### config.mk
export PLATFORM = sky130hd
export DESIGN_NAME = bracket_balance_checker_unit
export DESIGN_NICKNAME = d
export VERILOG_FILES = /design/src/sv/bbc_pkg.sv /design/src/sv/bbc_ram.sv /design/src/sv/bracket_balance_checker_unit.sv
export SDC_FILE = /design/constraint.sdc
export NUM_CORES = 1
export LEC_CHECK = 0
export ABC_AREA = 1
export BUFFER_PORTS_ARGS = -buffer_cell sky130_fd_sc_hd__buf_4
export CAP_MARGIN = 25
export CORE_UTILIZATION = 53
export CTS_BUF_LIST = sky130_fd_sc_hd__clkbuf_2
export CTS_CLUSTER_DIAMETER = 40
export DETAILED_ROUTE_END_ITERATION = 8
export PLACE_DENSITY = 0.79
export SETUP_SLACK_MARGIN = 0.1
export SYNTH_ARGS = -nofsm -noshare
export SYNTH_HDL_FRONTEND = slang
export SYNTH_SLANG_ARGS = --single-unit
export TNS_END_PERCENT = 1
### constraint.sdc
create_clock -name clk -period 7.1 [get_ports clk]
set_input_delay 1.065 -clock clk [delete_from_list [all_inputs] [get_ports clk]]
set_output_delay 1.065 -clock clk [all_outputs]
set_load 0.02 [all_outputs]
### src/sv/bbc_pkg.sv
`timescale 1ns / 1ps
// ----------------------------------------------------------------------------
// bbc_pkg
// Shared constants for the bracket balance checker: sizes, status codes,
// bracket kinds and the byte values it reacts to.
// ----------------------------------------------------------------------------
package bbc_pkg;

  localparam int STACK_DEPTH = 128;
  localparam int ADDR_W      = $clog2(STACK_DEPTH);
  localparam int DEPTH_W     = $clog2(STACK_DEPTH + 1);
  localparam int KIND_W      = 2;
  localparam int STATUS_W    = 3;
  localparam int LINE_W      = 16;
  localparam int NEST_W      = 8;

  localparam logic [STATUS_W-1:0] ST_OK        = 3'd0;
  localparam logic [STATUS_W-1:0] ST_UNMATCHED = 3'd1;
  localparam logic [STATUS_W-1:0] ST_MISMATCH  = 3'd2;
  localparam logic [STATUS_W-1:0] ST_BALANCED  = 3'd3;
  localparam logic [STATUS_W-1:0] ST_MISSING   = 3'd4;
  localparam logic [STATUS_W-1:0] ST_OVERFLOW  = 3'd5;
  localparam logic [STATUS_W-1:0] ST_HALTED    = 3'd6;

  localparam logic [KIND_W-1:0] KIND_NONE   = 2'd0;
  localparam logic [KIND_W-1:0] KIND_ROUND  = 2'd1;
  localparam logic [KIND_W-1:0] KIND_SQUARE = 2'd2;
  localparam logic [KIND_W-1:0] KIND_CURLY  = 2'd3;

  localparam logic CMD_BYTE = 1'b0;
  localparam logic CMD_END  = 1'b1;

  localparam logic [7:0] CH_NEWLINE   = 8'h0A;
  localparam logic [7:0] CH_OPEN_RND  = 8'h28;
  localparam logic [7:0] CH_CLOSE_RND = 8'h29;
  localparam logic [7:0] CH_OPEN_SQR  = 8'h5B;
  localparam logic [7:0] CH_CLOSE_SQR = 8'h5D;
  localparam logic [7:0] CH_OPEN_CRL  = 8'h7B;
  localparam logic [7:0] CH_CLOSE_CRL = 8'h7D;

  localparam logic [LINE_W-1:0] LINE_FIRST = 16'd1;
  localparam logic [LINE_W-1:0] LINE_MAX   = 16'hFFFF;

  function automatic logic [KIND_W-1:0] opener_kind(input logic [7:0] c);
    case (c)
      CH_OPEN_RND: opener_kind = KIND_ROUND;
      CH_OPEN_SQR: opener_kind = KIND_SQUARE;
      CH_OPEN_CRL: opener_kind = KIND_CURLY;
      default:     opener_kind = KIND_NONE;
    endcase
  endfunction

  function automatic logic [KIND_W-1:0] closer_kind(input logic [7:0] c);
    case (c)
      CH_CLOSE_RND: closer_kind = KIND_ROUND;
      CH_CLOSE_SQR: closer_kind = KIND_SQUARE;
      CH_CLOSE_CRL: closer_kind = KIND_CURLY;
      default:      closer_kind = KIND_NONE;
    endcase
  endfunction

endpackage

### src/sv/bbc_ram.sv
`timescale 1ns / 1ps
// ----------------------------------------------------------------------------
// bbc_ram
// Generic simple dual-port RAM: one write port, one read port, registered
// read data.
// ----------------------------------------------------------------------------
module bbc_ram #(
  parameter int WIDTH = 2,
  parameter int DEPTH = 128
) (
  input  logic                     clk,
  input  logic                     we,
  input  logic [$clog2(DEPTH)-1:0] waddr,
  input  logic [WIDTH-1:0]         wdata,
  input  logic [$clog2(DEPTH)-1:0] raddr,
  output logic [WIDTH-1:0]         rdata
);

  logic [WIDTH-1:0] mem [DEPTH];

  always_ff @(posedge clk) begin
    if (we) begin
      mem[waddr] <= wdata;
    end
    rdata <= mem[raddr];
  end

endmodule

### src/sv/bracket_balance_checker_unit.sv
`timescale 1ns / 1ps
// ----------------------------------------------------------------------------
// bracket_balance_checker_unit
// Checks bracket nesting of a byte stream; one result beat per input beat.
//
//   channel | handshake          | payload
//   --------+--------------------+----------------------------------------------
//   in      | in_valid/in_stall  | command, char_code
//   out     | out_valid/out_stall| status, line_number, expected_kind,
//           |                    | found_kind, nest_depth
//
// One beat per cycle unless stalled; a result follows in the next cycle.
// Stack top lives in a register; the RAM read port prefetches the entry below
// the next top every cycle, so a pop has its new top without waiting.
// rst (synchronous) resets depth, top, line counter, error flag and out_valid;
// the stack RAM is not cleared since only entries below the depth are used.
// in_stall is high only while a result is held by out_stall.
// ----------------------------------------------------------------------------
module bracket_balance_checker_unit (
  input  logic                             clk,
  input  logic                             rst,
  input  logic                             in_valid,
  output logic                             in_stall,
  input  logic                             command,
  input  logic [7:0]                       char_code,
  output logic                             out_valid,
  input  logic                             out_stall,
  output logic [bbc_pkg::STATUS_W-1:0]     status,
  output logic [bbc_pkg::LINE_W-1:0]       line_number,
  output logic [bbc_pkg::KIND_W-1:0]       expected_kind,
  output logic [bbc_pkg::KIND_W-1:0]       found_kind,
  output logic [bbc_pkg::NEST_W-1:0]       nest_depth
);

  logic [bbc_pkg::DEPTH_W-1:0] depth, depth_next;
  logic [bbc_pkg::KIND_W-1:0]  top, top_next;
  logic [bbc_pkg::LINE_W-1:0]  line_cnt, line_cnt_next;
  logic                        failed, failed_next;

  logic                        accept;
  logic                        ram_we;
  logic [bbc_pkg::ADDR_W-1:0]  ram_waddr;
  logic [bbc_pkg::KIND_W-1:0]  ram_wdata;
  logic [bbc_pkg::ADDR_W-1:0]  ram_raddr;
  logic [bbc_pkg::KIND_W-1:0]  below_top;

  logic [bbc_pkg::STATUS_W-1:0] res_status;
  logic [bbc_pkg::LINE_W-1:0]   res_line;
  logic [bbc_pkg::KIND_W-1:0]   res_found;
  logic [bbc_pkg::KIND_W-1:0]   ok_kind, ck_kind;
  logic [bbc_pkg::LINE_W-1:0]   line_bumped;

  assign in_stall = out_valid & out_stall;
  assign accept   = in_valid & ~in_stall;

  assign ok_kind = bbc_pkg::opener_kind(char_code);
  assign ck_kind = bbc_pkg::closer_kind(char_code);
  assign line_bumped = (char_code == bbc_pkg::CH_NEWLINE && line_cnt != bbc_pkg::LINE_MAX)
                       ? line_cnt + bbc_pkg::LINE_W'(1) : line_cnt;

  always_comb begin
    depth_next    = depth;
    top_next      = top;
    line_cnt_next = line_cnt;
    failed_next   = failed;
    ram_we        = 1'b0;
    ram_waddr     = depth[bbc_pkg::ADDR_W-1:0];
    ram_wdata     = ok_kind;
    res_status    = bbc_pkg::ST_OK;
    res_line      = line_cnt;
    res_found     = bbc_pkg::KIND_NONE;
    if (accept) begin
      if (command == bbc_pkg::CMD_END) begin
        if (failed) begin
          res_status = bbc_pkg::ST_HALTED;
        end else if (depth == '0) begin
          res_status = bbc_pkg::ST_BALANCED;
        end else begin
          res_status = bbc_pkg::ST_MISSING;
        end
        depth_next    = '0;
        top_next      = bbc_pkg::KIND_NONE;
        line_cnt_next = bbc_pkg::LINE_FIRST;
        failed_next   = 1'b0;
      end else if (failed) begin
        res_status = bbc_pkg::ST_HALTED;
      end else begin
        line_cnt_next = line_bumped;
        res_line      = line_bumped;
        if (ok_kind != bbc_pkg::KIND_NONE) begin
          if (depth == bbc_pkg::DEPTH_W'(bbc_pkg::STACK_DEPTH)) begin
            res_status  = bbc_pkg::ST_OVERFLOW;
            failed_next = 1'b1;
          end else begin
            ram_we     = 1'b1;
            top_next   = ok_kind;
            depth_next = depth + bbc_pkg::DEPTH_W'(1);
          end
        end else if (ck_kind != bbc_pkg::KIND_NONE) begin
          res_found = ck_kind;
          if (depth == '0) begin
            res_status  = bbc_pkg::ST_UNMATCHED;
            failed_next = 1'b1;
          end else if (top == ck_kind) begin
            depth_next = depth - bbc_pkg::DEPTH_W'(1);
            // prefetched entry below the top becomes the new top
            top_next   = (depth >= bbc_pkg::DEPTH_W'(2)) ? below_top : bbc_pkg::KIND_NONE;
          end else begin
            res_status  = bbc_pkg::ST_MISMATCH;
            failed_next = 1'b1;
          end
        end
      end
    end
  end

  // fetch the entry that will sit below the top after this cycle
  assign ram_raddr = bbc_pkg::ADDR_W'(depth_next - bbc_pkg::DEPTH_W'(2));

  bbc_ram #(
    .WIDTH (bbc_pkg::KIND_W),
    .DEPTH (bbc_pkg::STACK_DEPTH)
  ) u_stack (
    .clk   (clk),
    .we    (ram_we),
    .waddr (ram_waddr),
    .wdata (ram_wdata),
    .raddr (ram_raddr),
    .rdata (below_top)
  );

  always_ff @(posedge clk) begin
    if (rst) begin
      depth     <= '0;
      top       <= bbc_pkg::KIND_NONE;
      line_cnt  <= bbc_pkg::LINE_FIRST;
      failed    <= 1'b0;
      out_valid <= 1'b0;
    end else begin
      depth    <= depth_next;
      top      <= top_next;
      line_cnt <= line_cnt_next;
      failed   <= failed_next;
      if (accept) begin
        out_valid <= 1'b1;
      end else if (!out_stall) begin
        out_valid <= 1'b0;
      end
    end
  end

  always_ff @(posedge clk) begin
    if (accept) begin
      status        <= res_status;
      line_number   <= res_line;
      // end of input reports the top as it was before clearing
      expected_kind <= (command == bbc_pkg::CMD_END) ? top : top_next;
      found_kind    <= res_found;
      nest_depth    <= bbc_pkg::NEST_W'(depth_next);
    end
  end

endmodule

==> reports/metrics.yaml, run 1 <==
async_reset_ff_share_pct: 0
via_per_inst: 5.72
synth_edf_count: 287
pwr-share-clk_pct: 35.5
drc_errors: 0
rsz0062_at_grt: "false"
insertion_delay_ps: 880
synth.distinct_cells: 42
die_area_um2: 30000
p_per_area_nw_per_um2: 201
grt_pass1_vias: 12005
wl_per_cell_um: 17.8
synth_top_area_share_pct: 55.4
die_h_um: 173
synthFlopType: "edfxtp_1"
maxCapViolations: 0
finalClockSkew_ps: 60.8
initialDrtViolationCount: 1562
cts-root-buf: "clkbuf_2"
place.gp.congestion: 0.912
hold_path_class: "in -> reg"
drive_gt1_share_pct: 13.9
grt_util_all_layers_pct: 26.0
postPlaceCellArea_um2: 16100
cp_data_arrival_time_ps: 4850
yosysTopAreaCell: "edfxtp_1"
tns_ps: 0
internal_power_mw: 2.55
cts-resized-gates: 0
area_delta_synth_final_pct: 7.86
vdd.ir_drop.worst_mv: 0.192
drt-total-wl_mm: 39.0
worstMarginPinSlew_ps: 1080
fin_crit_sh_pct: 57.6
grt_max_degree: 86
syn_avg_cell_area_um2: 9.18
dr_total_vias: 12506
syn_area_um2: 15600
cts_tree: "built"
cp-start-kind: "register"
io_buffers: 45
worstPathMaxFanout: 67
yosys_warnings: 0
path_class: "reg -> reg"
syn_nets: 1712
num-fill-cells: 2462
end_kind: "register"
postCtsHoldBufs: 0
nNetsFinal: 1766
power_frac_comb_pct: 4.0
status: "finished clean"
ant_nets: 0
fin_area_um2: 16800
cts-buffers-inserted: 80
power.leakage_nw: 6.90
grt_pass1_wl_mm: 61.3
cts_max_level: 3
core_area_um2: 28800
yosys_register_bits: 317
seq_area_frac_synth_pct: 59.3
antenna_found_initial: 1
initial_core_util_pct: 54.1
post_cts_buffers: 0
fmax_ghz: 0.244
synth_most_common_cell: "nand2_1"
cts_max_path_buffers: 3
pin_count: 46
period_minus_slack_ps: 4090
final_max_slew_viol_count: 0
seq_power_share_pct: 60.6
dp_hpwl_mm: 23.2
synth_cells: 1694
p_sw_mw: 0.822
slew_headroom_pct: 28.1
switching_share_pct: 24.4
drtPass1Iterations: 5
yosys-top-cells-area: "edfxtp_1 (55%), nand2_1 (8.1%), nand3_1 (8.0%)"
ys_top_cells_by_count: "nand2_1 (334), edfxtp_1 (287), inv_1 (251)"
grt_overflow: 0
die_width_um: 173
final_hold_viol_count: 0
num_rows: 62
setup_viol_count_final: 0
required_ps: 7860
clkSlewWorstSetupHoldPaths_ps: 100
clkSinkCount: 317
-- power groups by stage --
| stage | registers (mW) | logic [mW] | clock network (mW) |
|---|---|---|---|
| final | 2.04 | 0.134 | 1.19 |
| after global routing | 2.04 | 0.146 | 1.31 |
| after CTS | 2.04 | 0.133 | 1.22 |
| after detailed placement | 2.08 | 0.132 | 0 |
| after global placement | 2.08 | 0.129 | 0 |
| after floorplan | 2.09 | 0.0707 | 0 |
-- cells by family after synthesis --
family / count (synthesis) / synth area share (%)
adders and majority gates: 5 / 0.402
xor gates and xnor gates: 8 / 0.450
and+or+nand+nor: 888 / 26.2
DFF: 317 / 59.3
buffers and inverters: 359 / 9.48
AOI/OAI and AO/OA: 117 / 4.20
-- critical path, cell delays in order, from the launching register on --
cell	delay, ps
dfxtp_1	490
inv_1	200
ha_1	280
nand2_2	130
nor2_2	70
inv_2	100
nand4_4	140
nand3_1	100
nand3_1	70
nand2_1	70
nand2_2	40
buf_4	360
inv_2	140
buf_4	660
nand2_1	150
nor2_2	150
nand2_1	80
nand2_2	210
nand3_1	190
nand3_1	160
nand2_1	70
nand2_1	50
nand2_1	60
-- cell type report --
cell class | count | area [um2] | share of cell area (%)
flip-flops and latches | 317 | 9220 | 54.9
multi-input cells | 1018 | 4880 | 29.1
inverters | 266 | 998 | 5.95
well taps | 384 | 480 | 2.86
clock buffers | 119 | 596 | 3.55
diodes | 1 | 2.50 | 0.0149
repair buffers | 65 | 508 | 3.03
clock inverters | 18 | 96.3 | 0.574
-- state kept, by name (all words and copies together) (netlist names), 3 cells and up --
register,flops
u_stack.mem,256
nest_depth,8
line_cnt,16
line_number,16
status,3
depth,8
-- placed cells by master, fill, tap and decap left out, types with 2 or more instances in the layout --
cell type	instances
nand2_1	333
edfxtp_1	287
inv_1	250
nand3_1	248
nor2_1	153
clkbuf_2	119
nand4_1	91
buf_4	64
o21ai_0	59
a21oi_1	32
dfxtp_1	30
inv_2	20
nand2_2	19
nor3_1	17
o211ai_1	14
clkinv_1	11
nor2_2	7
nor2_4	6
xor2_1	6
ha_1	5
o21ai_1	3
nor4_1	3
nor3_2	2
nand3_2	2
xnor2_1	2
o221ai_1	2
clkinv_2	2
-- layer usage --
layer / vias up / global-route usage, % / wire length, um
li1: 5836 / - / -
met1: 5864 / 34.1 / 15300
met2: 697 / 42.3 / 18400
met3: 109 / 5.24 / 4080
met4: 0 / 10.9 / 1170
met5: - / 0 / 0
-- per-stage QoR --
| stage | util (%) | hold WS [ps] | power (mW) | setup slack, ps | cells |
|---|---|---|---|---|---|
| 2_1_floorplan | - | 465 | 2.16 | 1640 | 1694 |
| 3_3_place_gp | 55.8 | 478 | 2.21 | 2590 | 2049 |
| 3_5_place_dp | 55.9 | 506 | 2.21 | 2400 | 2050 |
| 4_1_cts | 58.3 | 389 | 3.39 | 3060 | 2187 |
| 5_1_grt | 58.3 | 426 | 3.49 | 2700 | 2188 |
| 6_report | 58.3 | 454 | 3.37 | 3010 | 2188 |
-- path summary, 6_finish.rpt --
kind,depth (start not counted),slack (ps),startpoint,to
max,22,3010,depth[1]$_SDFF_PP0_,u_stack.rdata[0]$_DFF_P_
max reg2reg,22,3010,depth[1]$_SDFF_PP0_,u_stack.rdata[0]$_DFF_P_
min reg2reg,2,520,out_valid$_SDFFE_PP0P_,out_valid$_SDFFE_PP0P_
min,2,450,rst,top[1]$_SDFF_PP0_
(Power assumes the default switching activity.)
==> run 2, diff against run 1 <==
--- a/config.mk
+++ b/config.mk
@@ -12,7 +12,7 @@
 export CTS_BUF_LIST = sky130_fd_sc_hd__clkbuf_2
 export CTS_CLUSTER_DIAMETER = 40
 export DETAILED_ROUTE_END_ITERATION = 8
-export PLACE_DENSITY = 0.79
+export PLACE_DENSITY = 0.81
 export SETUP_SLACK_MARGIN = 0.1
 export SYNTH_ARGS = -nofsm -noshare
 export SYNTH_HDL_FRONTEND = slang
==> constraint.sdc (replaced) <==
create_clock -name clk -period 3.5 [get_ports clk]
set_input_delay 0.525 -clock clk [delete_from_list [all_inputs] [get_ports clk]]
set_output_delay 0.525 -clock clk [all_outputs]
set_load 0.02 [all_outputs]
==> run 2 against run 1 <==
  * First-iteration DRC count is 4.0% lower
  * Total power rose by 110%
  * Largest cell class unchanged
  * Maximum frequency up 25%
  * Sequential share of layout area is 1.2 points lower
  * Non-clock buffer count is 26 higher
  * Combinational power increased by 110%
  * Sequential cell count stayed put
  * Register-to-register slack worse by 2800 ps
==> reports/metrics.yaml, run 2 (synthesized netlist as in run 1, its figures left out) <==
num_rows: 62  # unchanged
ant_nets: 0  # unchanged
antenna_found_initial: 1  # unchanged
initial_core_util_pct: 54.1  # unchanged
wl_per_cell_um: 18.1  # was 17.8 um
worstMarginPinSlew_ps: 1170  # was 1080 ps
critical_path.max_stage_delay_ps: 490  # was 660 ps
tns_ps: 0  # unchanged
grt_max_degree: 129  # was 86
clkSinkCount: 317  # unchanged
fin_crit_sh_pct: 93.8  # was 57.6%
mostFrequentLayoutCells: "nand2_1 (333), edfxtp_1 (287), inv_1 (249)"  # was nand2_1 (333), edfxtp_1 (287), inv_1 (250)
cts_tree: "built"  # unchanged
rsz0062_at_grt: "false"  # unchanged
p_per_area_nw_per_um2: 405  # was 201 nW/um2
whs_ps: 77.7  # was 454 ps
maxCapViolations: 0  # unchanged
hold_path_class: "in -> reg"  # unchanged
worstPathMaxFanout: 10  # was 67
die_h_um: 173  # unchanged
grt_pass1_wl_mm: 64.0  # was 61.3 mm
setup_viol_count_final: 0  # unchanged
via_per_inst: 5.70  # was 5.72
drt-total-wl_mm: 40.2  # was 39.0 mm
reg_top3: "u_stack.mem: 256 flops, line_cnt: 16 flops, line_number: 16 flops"  # unchanged
status: "finished clean"  # unchanged
dr_total_vias: 12641  # was 12506
final_common_cell: "nand2_1"  # unchanged
die_width_um: 173  # unchanged
dp_hpwl_mm: 24.6  # was 23.2 mm
cts-buffers-inserted: 79  # was 80
fin_area_um2: 17200  # was 16800 um2
die_area_um2: 30000  # unchanged
pin_count: 46  # unchanged
cts_max_level: 3  # unchanged
grt_overflow: 0  # unchanged
final_hold_viol_count: 0  # unchanged
cts-root-buf: "clkbuf_2"  # unchanged
finalClockSkew_ps: 127  # was 60.8 ps
layoutNonFillerInstCount: 2217  # was 2188
cts_max_path_buffers: 3  # unchanged
period_minus_slack_ps: 3280  # was 4090 ps
insertion_delay_ps: 950  # was 880 ps
grt_util_all_layers_pct: 26.9  # was 26.0%
clkSlewWorstSetupHoldPaths_ps: 110  # was 100 ps
core_area_um2: 28800  # unchanged
drive_gt1_share_pct: 15.0  # was 13.9%
critPathSlowestCell: "dfxtp_1"  # was buf_4
power.total_mw: 6.96  # was 3.37 mW
worst_slack_ps: 217  # was 3010 ps
end_kind: "register"  # unchanged
nNetsFinal: 1791  # was 1766
power.leakage_nw: 7.08  # was 6.90 nW
cp-start-kind: "register"  # unchanged
final_util_pct: 59.6  # was 58.3%
grt_pass1_vias: 12403  # was 12005
initialDrtViolationCount: 1500  # was 1562
fmax_ghz: 0.305  # was 0.244 GHz
drc_errors: 0  # unchanged
cp_cell_sequence: "inv_2, ha_2, nand2_2, nor4_2, or2_0, buf_4, nor3_1, buf_4, inv_1, nor2_1, nand2_1, nor2_1"  # was inv_1, ha_1, nand2_2, nor2_2, inv_2, nand4_4, nand3_1, nand3_1, nand2_1, nand2_2, buf_4, inv_2, buf_4, nand2_1, nor2_2, nand2_1, nand2_2, nand3_1, nand3_1, nand2_1, nand2_1, nand2_1
path_class: "reg -> reg"  # unchanged
required_ps: 4070  # was 7860 ps
cp_data_arrival_time_ps: 3850  # was 4850 ps
io_buffers: 45  # unchanged
dp_slack_ps: 152  # was 2400 ps
largest_reg_flops: 256  # unchanged
dp_cells: 2072  # was 2050
drtPass1Iterations: 8  # was 5
slew_headroom_pct: 21.8  # was 28.1%
top_register: "u_stack.mem"  # unchanged
area_delta_synth_final_pct: 10.3  # was 7.86%
vdd.ir_drop.worst_mv: 0.337  # was 0.192 mV
final_max_slew_viol_count: 0  # unchanged
postPlaceCellArea_um2: 16400  # was 16100 um2
post_cts_buffers: 0  # unchanged
place.gp.congestion: 0.916  # was 0.912
[run 2: cell types whose count changed in the layout (fill, tap and decap cells not counted), moves of 2 or more]
| cell | delta |
|---|---|
| dlygate4sd3_1 | +3 |
| inv_6 | +2 |
| inv_2 | -2 |
| clkbuf_2 | -3 |
| buf_12 | +11 |
| clkinvlp_4 | +2 |
| buf_4 | +12 |
| clkinv_1 | +4 |
[run 2: critical path: cells and delay by family (launching register included)]
kind,cells,cell delay [ps]
simple gates,7,1610
buf+inv,4,630
flops,1,490
fa+ha+maj,1,260
[run 2: path summary, 6_finish.rpt]
path                             endpoint  slack, ps                start  cells past startpoint
max          u_stack.mem[58][0]$_DFFE_PP_        220  depth[0]$_SDFF_PP0_                     12
min              line_number[0]$_DFFE_PP_         80              command                      3
max reg2reg  u_stack.mem[58][0]$_DFFE_PP_        220  depth[0]$_SDFF_PP0_                     12
min reg2reg             top[0]$_SDFF_PP0_        530    top[0]$_SDFF_PP0_                      2
[run 2: power by group]
part / switching, mW / leakage (nW) / internal [mW]
clock network: 1.49 / 0.555 / 1.04
registers: 0.0242 / 3.24 / 4.11
logic: 0.194 / 3.28 / 0.0907
total: 1.71 / 7.08 / 5.25
[run 2: repair_timing]
| item | CTS | global route |
|---|---|---|
| hold buffers | 3 | 0 |
| resized for setup | 0 | 2 |
| hold endpoints to repair | 12 | 0 |
| setup endpoints to repair | 0 | 17 |
[run 2: per-layer routing]
metal | GRT usage (%) | vias up | part of all wire (%)
li1 | - | 5870 | -
met2 | 44.0 | 719 | 48
met3 | 5.68 | 120 | 10
met4 | 12.2 | 0 | 3.3
met5 | 0 | - | 0
met1 | 34.5 | 5932 | 39
[run 2: area by class of cell]
type | count | area, um2
fill | 2448 | 11600
timing repair buffer | 91 | 836
sequential | 317 | 9220
inverter | 266 | 998
clock inverter | 24 | 163
tap | 384 | 480
multi-input combinational | 1018 | 4880
clock buffer | 116 | 581
antenna | 1 | 2.50
